## config.mk

```make
export PLATFORM = sky130hd
export DESIGN_NAME = phi_sorted_bin_with_wrap_padding
export DESIGN_NICKNAME = d
export VERILOG_FILES = /design/src/hw/rtl/psb_pkg.sv /design/src/hw/rtl/psb_node_mem.sv /design/src/hw/rtl/psb_ctrl.sv /design/src/hw/rtl/psb_out_stage.sv /design/src/hw/rtl/phi_sorted_bin_with_wrap_padding.sv
export VERILOG_INCLUDE_DIRS = /design/src /design/src/hw/rtl
export SDC_FILE = /design/constraint.sdc
export NUM_CORES = 1
export LEC_CHECK = 0
export ABC_AREA = 1
export BUFFER_PORTS_ARGS = -buffer_cell sky130_fd_sc_hd__buf_4
export CAP_MARGIN = 20
export CORE_ASPECT_RATIO = 1.5
export CORE_MARGIN = 2
export CORE_UTILIZATION = 30
export DETAILED_ROUTE_END_ITERATION = 10
export GPL_TIMING_DRIVEN = 0
export SKIP_CTS_REPAIR_TIMING = 1
export SLEW_MARGIN = 20
export SYNTH_ARGS = -nofsm -noshare
export SYNTH_HDL_FRONTEND = slang
export SYNTH_SLANG_ARGS = --single-unit
```

## constraint.sdc

```tcl
create_clock -name clk -period 7.9 [get_ports clk]
set_input_delay 1.58 -clock clk [delete_from_list [all_inputs] [get_ports clk]]
set_output_delay 1.58 -clock clk [all_outputs]
set_load 0.02 [all_outputs]
```

## src/hw/rtl/phi_sorted_bin_with_wrap_padding_defines.svh

```systemverilog
// ----------------------------------------------------------------------------
// Assertion macros for the phi sorted bin
// Shared concurrent assertion forms, one clock and one synchronous reset.
// ----------------------------------------------------------------------------
`ifndef PHI_SORTED_BIN_WITH_WRAP_PADDING_DEFINES_SVH
`define PHI_SORTED_BIN_WITH_WRAP_PADDING_DEFINES_SVH

// Consequent must hold in the same cycle as the antecedent.
`define PSB_ASSERT_SAME(lbl, clk, rst, ante, cons, msg) \
  lbl: assert property (@(posedge clk) disable iff (rst) (ante) |-> (cons)) \
    else $error(msg);

// Consequent must hold in the cycle after the antecedent.
`define PSB_ASSERT_NEXT(lbl, clk, rst, ante, cons, msg) \
  lbl: assert property (@(posedge clk) disable iff (rst) (ante) |=> (cons)) \
    else $error(msg);

`endif

```

## src/hw/rtl/psb_pkg.sv

```systemverilog
`default_nettype none
// ----------------------------------------------------------------------------
// psb_pkg
// Types and constants shared by the phi sorted bin modules.
// ----------------------------------------------------------------------------
package psb_pkg;

  // store geometry
  localparam int MAX_NODES = 16;
  localparam int IDX_W     = $clog2(MAX_NODES);
  localparam int CNT_W     = $clog2(MAX_NODES + 1);

  // field widths
  localparam int ANG_W   = 16;
  localparam int EXT_W   = 18;
  localparam int RAD_W   = 16;
  localparam int ID_W    = 16;
  localparam int LAYER_W = 10;
  localparam int SLOT_W  = 4;

  // binary angle scale: HALF_TURN is pi
  localparam int HALF_TURN = 32768;
  localparam int FULL_TURN = 65536;

  localparam logic [ANG_W-1:0] MARGIN_RESET = 16'd1024;

  // one incoming node
  typedef struct packed {
    logic signed [ANG_W-1:0] angle;
    logic [RAD_W-1:0]        radius;
    logic [ID_W-1:0]         node_id;
    logic [LAYER_W-1:0]      layer;
    logic                    last;
  } req_t;

  // one emitted entry
  typedef struct packed {
    logic signed [EXT_W-1:0] ext_angle;
    logic [ID_W-1:0]         out_node_id;
    logic [LAYER_W-1:0]      out_layer;
    logic [SLOT_W-1:0]       slot;
    logic [RAD_W-1:0]        min_radius;
    logic [RAD_W-1:0]        max_radius;
    logic                    overflow;
    logic                    final_res;
  } res_t;

  // one stored node (radius is folded into min/max on arrival)
  typedef struct packed {
    logic signed [ANG_W-1:0] angle;
    logic [ID_W-1:0]         node_id;
    logic [LAYER_W-1:0]      layer;
  } entry_t;

  // node memory write port
  typedef struct packed {
    logic             we;
    logic [IDX_W-1:0] addr;
    entry_t           data;
  } mem_wr_t;

  // control to output stage
  typedef struct packed {
    logic                    push;
    logic                    flush;
    logic signed [EXT_W-1:0] ext_angle;
    logic [ID_W-1:0]         node_id;
    logic [LAYER_W-1:0]      layer;
    logic [SLOT_W-1:0]       slot;
    logic [RAD_W-1:0]        min_radius;
    logic [RAD_W-1:0]        max_radius;
    logic                    overflow;
  } emit_cmd_t;

endpackage
`default_nettype wire

```

## src/hw/rtl/psb_node_mem.sv

```systemverilog
`default_nettype none
// ----------------------------------------------------------------------------
// psb_node_mem
// Node store: one write port, one read port, registered read data.
// ----------------------------------------------------------------------------
module psb_node_mem (
  input  wire logic                    clk,
  input  wire psb_pkg::mem_wr_t        mem_wr,
  input  wire logic [psb_pkg::IDX_W-1:0] rd_addr,
  output psb_pkg::entry_t              rd_data
);
  import psb_pkg::*;

  entry_t mem [MAX_NODES];

  // write port
  always_ff @(posedge clk) begin
    if (mem_wr.we) begin
      mem[mem_wr.addr] <= mem_wr.data;
    end
  end

  // read port, registered
  always_ff @(posedge clk) begin
    rd_data <= mem[rd_addr];
  end

endmodule
`default_nettype wire

```

## src/hw/rtl/psb_ctrl.sv

```systemverilog
`default_nettype none
// ----------------------------------------------------------------------------
// psb_ctrl
// Insertion sequencer and emission sequencer around the node memory.
// ----------------------------------------------------------------------------
module psb_ctrl (
  input  wire logic                      clk,
  input  wire logic                      rst,
  input  wire logic                      start,
  input  wire psb_pkg::req_t             req,
  input  wire logic [psb_pkg::ANG_W-1:0] wrap_margin,
  input  wire psb_pkg::entry_t           rd_data,
  output logic                           busy,
  output logic [psb_pkg::IDX_W-1:0]      rd_addr,
  output psb_pkg::mem_wr_t               mem_wr,
  output psb_pkg::emit_cmd_t             cmd
);
  import psb_pkg::*;

  typedef enum logic [4:0] {
    S_IDLE  = 5'b00001,
    S_LOOK  = 5'b00010,
    S_CMP   = 5'b00100,
    S_EMIT  = 5'b01000,
    S_DRAIN = 5'b10000
  } state_t;

  typedef enum logic [1:0] {
    PASS_LOW  = 2'd0,
    PASS_MID  = 2'd1,
    PASS_HIGH = 2'd2
  } pass_t;

  state_t           state;
  req_t             item;
  logic [IDX_W-1:0] pos;
  logic [CNT_W-1:0] node_count;
  logic [RAD_W-1:0] radius_low;
  logic [RAD_W-1:0] radius_high;
  logic             overflow_seen;

  // emission: issue stage (address) and evaluate stage (data back)
  logic             iss_on;
  pass_t            iss_pass;
  logic [IDX_W-1:0] iss_idx;
  logic             tag_valid;
  pass_t            tag_pass;
  logic [IDX_W-1:0] tag_idx;

  logic                    full;
  logic [IDX_W-1:0]        last_idx;
  entry_t                  item_entry;
  logic                    moves_up;
  logic                    ins_done;
  logic                    eval_end;
  logic signed [EXT_W-1:0] ang_ext;
  logic signed [EXT_W-1:0] upper_limit;
  logic signed [EXT_W-1:0] lower_limit;

  assign full       = (node_count == CNT_W'(MAX_NODES));
  assign last_idx   = IDX_W'(node_count - 1'b1);
  assign item_entry = '{angle: item.angle, node_id: item.node_id, layer: item.layer};
  assign moves_up   = (rd_data.angle > item.angle);
  assign ang_ext    = {{(EXT_W-ANG_W){rd_data.angle[ANG_W-1]}}, rd_data.angle};

  // wrap limits in 18-bit two's complement
  assign upper_limit = signed'(EXT_W'(HALF_TURN) - EXT_W'(wrap_margin));
  assign lower_limit = signed'(EXT_W'(wrap_margin) - EXT_W'(HALF_TURN));

  assign busy = (state != S_IDLE);

  // memory port and emission datapath
  // Insertion reads slot pos-2 while it writes slot pos, so a read never
  // sees an entry written in the same pass; no forwarding needed.
  always_comb begin
    rd_addr        = iss_idx;
    mem_wr.we      = 1'b0;
    mem_wr.addr    = pos;
    mem_wr.data    = item_entry;
    ins_done       = 1'b0;
    eval_end       = 1'b0;
    cmd.push       = 1'b0;
    cmd.flush      = 1'b0;
    cmd.ext_angle  = ang_ext;
    cmd.node_id    = rd_data.node_id;
    cmd.layer      = rd_data.layer;
    cmd.slot       = SLOT_W'(tag_idx);
    cmd.min_radius = radius_low;
    cmd.max_radius = radius_high;
    cmd.overflow   = overflow_seen;
    unique case (state)
      S_LOOK: begin
        if (pos == '0) begin
          mem_wr.we = 1'b1;
          ins_done  = 1'b1;
        end else begin
          rd_addr = pos - 1'b1;
        end
      end
      S_CMP: begin
        mem_wr.we = 1'b1;
        if (moves_up) begin
          mem_wr.data = rd_data;
          rd_addr     = pos - IDX_W'(2);
        end else begin
          ins_done = 1'b1;
        end
      end
      S_EMIT: begin
        if (tag_valid) begin
          case (tag_pass)
            PASS_LOW: begin
              cmd.push      = (ang_ext > upper_limit);
              cmd.ext_angle = ang_ext - EXT_W'(FULL_TURN);
            end
            PASS_MID: begin
              cmd.push = 1'b1;
            end
            PASS_HIGH: begin
              cmd.push      = (ang_ext < lower_limit);
              cmd.ext_angle = ang_ext + EXT_W'(FULL_TURN);
              eval_end      = !cmd.push || (tag_idx == last_idx);
            end
            default: ;
          endcase
        end
      end
      S_DRAIN: begin
        cmd.flush = 1'b1;
      end
      default: ;
    endcase
  end

  // sequencer
  always_ff @(posedge clk) begin
    if (rst) begin
      state         <= S_IDLE;
      node_count    <= '0;
      radius_low    <= '1;
      radius_high   <= '0;
      overflow_seen <= 1'b0;
      iss_on        <= 1'b0;
      tag_valid     <= 1'b0;
    end else begin
      unique case (state)
        S_IDLE: begin
          if (start) begin
            item <= req;
            if (full) begin
              overflow_seen <= 1'b1;
              if (req.last) begin
                state     <= S_EMIT;
                iss_on    <= 1'b1;
                iss_pass  <= PASS_LOW;
                iss_idx   <= '0;
                tag_valid <= 1'b0;
              end
            end else begin
              pos   <= node_count[IDX_W-1:0];
              state <= S_LOOK;
            end
          end
        end
        S_LOOK: begin
          if (pos != '0) begin
            state <= S_CMP;
          end
        end
        S_CMP: begin
          if (moves_up) begin
            pos <= pos - 1'b1;
            if (pos == IDX_W'(1)) begin
              state <= S_LOOK;
            end
          end
        end
        S_EMIT: begin
          if (eval_end) begin
            state     <= S_DRAIN;
            iss_on    <= 1'b0;
            tag_valid <= 1'b0;
          end else if (iss_on) begin
            tag_valid <= 1'b1;
            tag_pass  <= iss_pass;
            tag_idx   <= iss_idx;
            if (iss_idx == last_idx) begin
              iss_idx <= '0;
              case (iss_pass)
                PASS_LOW:  iss_pass <= PASS_MID;
                PASS_MID:  iss_pass <= PASS_HIGH;
                default:   iss_on   <= 1'b0;
              endcase
            end else begin
              iss_idx <= iss_idx + 1'b1;
            end
          end else begin
            tag_valid <= 1'b0;
          end
        end
        S_DRAIN: begin
          node_count    <= '0;
          radius_low    <= '1;
          radius_high   <= '0;
          overflow_seen <= 1'b0;
          state         <= S_IDLE;
        end
        default: state <= S_IDLE;
      endcase

      // node placed: count it and fold in its radius
      if (ins_done) begin
        node_count <= node_count + 1'b1;
        if (item.radius < radius_low) begin
          radius_low <= item.radius;
        end
        if (item.radius > radius_high) begin
          radius_high <= item.radius;
        end
        if (item.last) begin
          state     <= S_EMIT;
          iss_on    <= 1'b1;
          iss_pass  <= PASS_LOW;
          iss_idx   <= '0;
          tag_valid <= 1'b0;
        end else begin
          state <= S_IDLE;
        end
      end
    end
  end

endmodule
`default_nettype wire

```

## src/hw/rtl/psb_out_stage.sv

```systemverilog
`default_nettype none
// ----------------------------------------------------------------------------
// psb_out_stage
// One-entry hold buffer and result register; marks the last entry of a bin.
// ----------------------------------------------------------------------------
module psb_out_stage (
  input  wire logic               clk,
  input  wire logic               rst,
  input  wire psb_pkg::emit_cmd_t cmd,
  output logic                    res_valid,
  output psb_pkg::res_t           res
);
  import psb_pkg::*;

  logic                    hold_valid;
  logic signed [EXT_W-1:0] hold_angle;
  logic [ID_W-1:0]         hold_id;
  logic [LAYER_W-1:0]      hold_layer;
  logic [SLOT_W-1:0]       hold_slot;

  // control flags
  always_ff @(posedge clk) begin
    if (rst) begin
      hold_valid <= 1'b0;
      res_valid  <= 1'b0;
    end else begin
      res_valid <= (cmd.push || cmd.flush) && hold_valid;
      if (cmd.push) begin
        hold_valid <= 1'b1;
      end else if (cmd.flush) begin
        hold_valid <= 1'b0;
      end
    end
  end

  // payload: an entry leaves once its successor arrives or the bin ends
  always_ff @(posedge clk) begin
    if (cmd.push || cmd.flush) begin
      res.ext_angle   <= hold_angle;
      res.out_node_id <= hold_id;
      res.out_layer   <= hold_layer;
      res.slot        <= hold_slot;
      res.final_res   <= cmd.flush;
      res.min_radius  <= cmd.flush ? cmd.min_radius : '0;
      res.max_radius  <= cmd.flush ? cmd.max_radius : '0;
      res.overflow    <= cmd.flush && cmd.overflow;
    end
    if (cmd.push) begin
      hold_angle <= cmd.ext_angle;
      hold_id    <= cmd.node_id;
      hold_layer <= cmd.layer;
      hold_slot  <= cmd.slot;
    end
  end

endmodule
`default_nettype wire

```

## src/hw/rtl/phi_sorted_bin_with_wrap_padding.sv

```systemverilog
`default_nettype none
// ----------------------------------------------------------------------------
// phi_sorted_bin_with_wrap_padding
// Angle-sorted node bin with wrap-around padded emission.
// ----------------------------------------------------------------------------
// Usage:
//   Requests: drive req and pulse start; a request is taken at an edge with
//   start high and busy low. Nodes are insertion-sorted by angle into a
//   16-entry synchronous node memory, one shifted entry per cycle, and busy
//   stays high while the node is placed. A node arriving at a full store is
//   dropped, flagging overflow. A request with last set starts emission after
//   it is stored or dropped: three passes over the memory (lower wrap copies,
//   all nodes, upper wrap copies), one memory read per cycle; the upper pass
//   stops at the first node without a copy.
//   Results: res_valid marks each result for exactly one cycle; the receiver
//   cannot stall. A result leaves in the cycle after the next one is found, the
//   final one (final_res, radius range, overflow) in the first cycle with
//   busy low again.
//   Config: cfg_we writes cfg_wdata to wrap_margin; write only while idle.
//   Reset: empties the bin, wrap_margin returns to 1024. Memory contents are
//   not cleared; only entries below the node count are ever used.
// ----------------------------------------------------------------------------
`include "phi_sorted_bin_with_wrap_padding_defines.svh"

module phi_sorted_bin_with_wrap_padding (
  input  wire logic                      clk,
  input  wire logic                      rst,
  input  wire logic                      start,
  output logic                           busy,
  input  wire psb_pkg::req_t             req,
  output logic                           res_valid,
  output psb_pkg::res_t                  res,
  input  wire logic                      cfg_we,
  input  wire logic [psb_pkg::ANG_W-1:0] cfg_wdata
);
  import psb_pkg::*;

  logic [ANG_W-1:0] wrap_margin;
  logic [IDX_W-1:0] rd_addr;
  entry_t           rd_data;
  mem_wr_t          mem_wr;
  emit_cmd_t        cmd;

  // margin register
  always_ff @(posedge clk) begin
    if (rst) begin
      wrap_margin <= MARGIN_RESET;
    end else if (cfg_we) begin
      wrap_margin <= cfg_wdata;
    end
  end

  psb_node_mem u_mem (
    .clk     (clk),
    .mem_wr  (mem_wr),
    .rd_addr (rd_addr),
    .rd_data (rd_data)
  );

  psb_ctrl u_ctrl (
    .clk         (clk),
    .rst         (rst),
    .start       (start),
    .req         (req),
    .wrap_margin (wrap_margin),
    .rd_data     (rd_data),
    .busy        (busy),
    .rd_addr     (rd_addr),
    .mem_wr      (mem_wr),
    .cmd         (cmd)
  );

  psb_out_stage u_out (
    .clk       (clk),
    .rst       (rst),
    .cmd       (cmd),
    .res_valid (res_valid),
    .res       (res)
  );

  // checks
  `PSB_ASSERT_SAME(a_wr_busy, clk, rst, mem_wr.we, busy, "node memory written while idle")
  `PSB_ASSERT_SAME(a_final_idle, clk, rst, res_valid && res.final_res, !busy, "final result while busy")
  `PSB_ASSERT_SAME(a_final_flush, clk, rst, res_valid && res.final_res, $past(cmd.flush), "final result without bin flush")
  `PSB_ASSERT_NEXT(a_flush_empty, clk, rst, cmd.flush, !cmd.push && !busy, "emission continues after flush")

endmodule
`default_nettype wire

```

==> impl_metrics.py <==
metrics = {
    "status": {
        "status": "finished clean",
    },
    "synthesis": {
        "syn_inst": 3815,
        "yosysSeqAreaShare_pct": 67.5,
        "synth_cell_type_count": 44,
        "ys.warnings.count": 0,
        "ys_ff_latch": 982,
        "synth-main-ff-cell": "edfxtp_1",
        "synth.cell_area_um2": 42100,
        "async_flop_share_pct": 0,
        "syn-num-nets": 3986,
        "synth-edff-count": 877,
        "syn_area_per_cell_um2": 11.0,
    },
    "critical_path": {
        "crit_path_start": "u_mem.rd_data[41]",
        "cpMostUsedCell": "nand2_1",
        "critical_path.max_stage_delay_ns": 0.91,
        "crit_type": "reg2reg",
        "cp_slowest_cell": "clkbuf_1",
        "critPathRequiredTime_ns": 8.30,
        "crit_chain": "ha_1 > a21oi_1 > o21ai_1 > a21oi_1 > nand2_1 > nand2_1 > nand3_2 > nor2_2 > clkbuf_1 > clkbuf_1 > nand2_1 > nand2_1",
        "crit_arrival_ns": 5.11,
        "critical_path.startpoint_type": "flop",
        "end_kind": "flop",
        "reg2reg_from": "u_mem.rd_data[41]",
        "cp_max_fo": 16,
    },
    "placement": {
        "pre_cts_ws_ns": 3.17,
        "placedInstanceArea_um2": 46700,
        "portBuffers": 161,
        "place_congestion": 0.859,
        "dpl.hpwl_mm": 83.8,
    },
    "power": {
        "pwr-share-comb_pct": 30.9,
        "total_power_w": 0.0159,
        "p_leak_nw": 19.6,
        "clkPwrFrac_pct": 29.7,
        "intPower_w": 0.0102,
        "pwr-share-seq_pct": 39.4,
        "p_sw_w": 0.00573,
        "p_sw_share_pct": 36.0,
        "pwr_density_cell_nw_per_um2": 319,
        "peakVddDrop_mv": 0.180,
    },
    "die": {
        "die_x_um": 310,
        "coreArea_um2": 140000,
        "pin_count": 163,
        "die_area_um2": 143000,
        "die_height_um": 463,
        "rows": 168,
        "initial_utilization_pct": 30.2,
    },
    "clocking": {
        "clk_pin_slew_ns": 0.06,
        "cts-htree-levels": 3,
        "cts_tree": "yes",
        "cts-buffers-inserted": 95,
        "cts_max_path_buffers": 3,
        "clk_latency_ns": 0.70,
        "clockRootBuffer": "clkbuf_16",
        "clock-sinks": 982,
    },
    "finish": {
        "layout-drive-gt1-share_pct": 13.2,
        "fin_area_um2": 49900,
        "final_nets": 4290,
        "syn2layout_area_growth_pct": 18.5,
    },
    "timing": {
        "worst_pin_slew_ns": 1.14,
        "setup_violations": 0,
        "drv_slew": 0,
        "slew-limit-headroom_pct": 24.1,
        "rsz0062_at_grt": "no",
        "fin_crit_ns": 4.72,
        "fmax_mhz": 212,
        "final.period_utilization_pct": 59.7,
        "fin_ws_ns": 3.18,
        "hold_violations": 0,
        "skew_ns": 0.0401,
    },
    "drt": {
        "drcViolationCount": 0,
        "wl_per_cell_um": 19.7,
        "drtAntennaViolNets": 0,
        "viasPerCell": 4.74,
        "wl_mm": 119,
        "drt_iter0_drc": 2499,
        "drt-pass1-iter-count": 5,
        "vias": 28804,
    },
    "hold_path": {
        "hp-class": "reg2reg",
        "hold_path.startpoint": "u_out.hold_angle[5]",
    },
    "global_routing": {
        "grt_max_degree": 43,
        "grt_pass1_vias": 28182,
        "grt_pass1_wl_mm": 175,
        "grt_usage_pct": 16.3,
        "grt_overflow_total": 0,
        "antenna_found_initial": 4,
    },
    "flow_run": {
        "maxCapViolations": 0,
    },
}
-- worst max-delay path, delay by kind of cell, from the launching register on --
kind | cells | cell delay (ns)
buf+inv | 2 | 1.67
simple gates | 6 | 1.27
flops | 1 | 0.58
compound gates | 3 | 0.53
fa+ha+maj | 1 | 0.36
-- Yosys cell counts (all sizes together) (8+ instances only) --
cell type	number	area [um^2]
nand3	722	3620
edfxtp	877	26300
xor2	26	228
o21ai	71	355
inv	435	1630
nand3b	128	961
nor4	8	71.3
dfxtp	105	2100
a21oi	83	415
clkbuf	53	199
o22ai	16	100
ha	92	1150
buf	155	803
nor3	17	90.1
nand2	870	3270
nand4	15	93.8
nor2	112	440
-- final cells by class --
type                    count  area, um^2
fillers                 13728       89700
flip-flops and latches    982       28400
multi-input cells        2189       11200
clock buffers             119        2550
well taps                1870        2340
repair buffers            207        2060
inverters                 436        1650
plain buffers             208        1000
clock inverters            59         671
diodes                      3        7.51
-- power by group through the flow --
stage | Sequential (W) | Combinational [W] | Clock, W
2_1_floorplan | 0.00632 | 0.00302 | 0
4_1_cts | 0.00628 | 0.00493 | 0.00479
6_report | 0.00627 | 0.00492 | 0.00472
5_1_grt | 0.00630 | 0.00539 | 0.00497
3_5_place_dp | 0.00638 | 0.00491 | 0
3_3_place_gp | 0.00641 | 0.00480 | 0
-- placed cells by master, fill, tap and decap left out, types with 15 or more instances in the layout --
master,count
buf_2,135
nor2_1,93
inv_1,424
buf_4,176
buf_12,19
edfxtp_1,877
clkinv_2,20
dfxtp_1,105
xor2_1,26
nand3b_1,128
o22ai_1,16
clkbuf_1,69
nor3_1,15
nand3_1,721
ha_1,92
nand2_1,867
a21oi_1,83
o21ai_0,52
clkbuf_16,97
nand4_1,15
-- metal layers --
| layer | global-route usage, % | up-vias | wire length, um |
|---|---|---|---|
| met3 | 2.25 | 204 | 7250 |
| met4 | 6.50 | 0 | 3940 |
| met2 | 30.1 | 981 | 62600 |
| met5 | 0 | - | 0 |
| li1 | - | 13684 | - |
| met1 | 18.8 | 13935 | 45700 |
-- metrics by stage --
stage | hold slack, ns | utilization (%) | instances | TNS (ns)
after global routing | 0.391 | 35.7 | 6070 | 0
after detailed placement | 0.405 | 33.4 | 5892 | 0
after CTS | 0.394 | 35.7 | 6070 | 0
after global placement | 0.401 | 32.7 | 5846 | -209.35
final | 0.394 | 35.8 | 6073 | 0
after floorplan | 0.400 | - | 3815 | 0
-- path summary, 6_finish.rpt --
path                                   endpoint  slack [ns]  cells past startpoint
worst max-delay path            u_mem.mem[6][1]        3.18                     12
worst min-delay path              u_out.res[69]        0.39                      0
worst max register to register  u_mem.mem[6][1]        3.18                     12
worst min register to register    u_out.res[69]        0.39                      0
-- sequential cells by signal, summed over array words and instances, names as in the netlist, 10 cells and up --
| register | flops |
|---|---|
| wrap_margin | 16 |
| u_mem.mem | 672 |
| u_ctrl.item | 59 |
| u_ctrl.radius_high | 16 |
| u_out.hold_angle | 18 |
| u_mem.rd_data | 42 |
| u_out.hold_id | 16 |
| u_out.hold_layer | 10 |
| u_ctrl.radius_low | 16 |
| u_out.res | 82 |
-- cells by family (layout without fill, tap and decap cells) --
kind of cell	Yosys count	after routing	synth area share, %
other	0	3	0
flip-flops	982	982	67.5
AO/OA/AOI/OAI	192	192	2.47
buffers and inverters	644	1029	6.27
AND/OR/NAND/NOR	1874	1874	20.3
XOR/XNOR	31	31	0.645
adder cells (fa/ha/maj)	92	92	2.73
No activity file was read; power rests on OpenSTA's default activity.
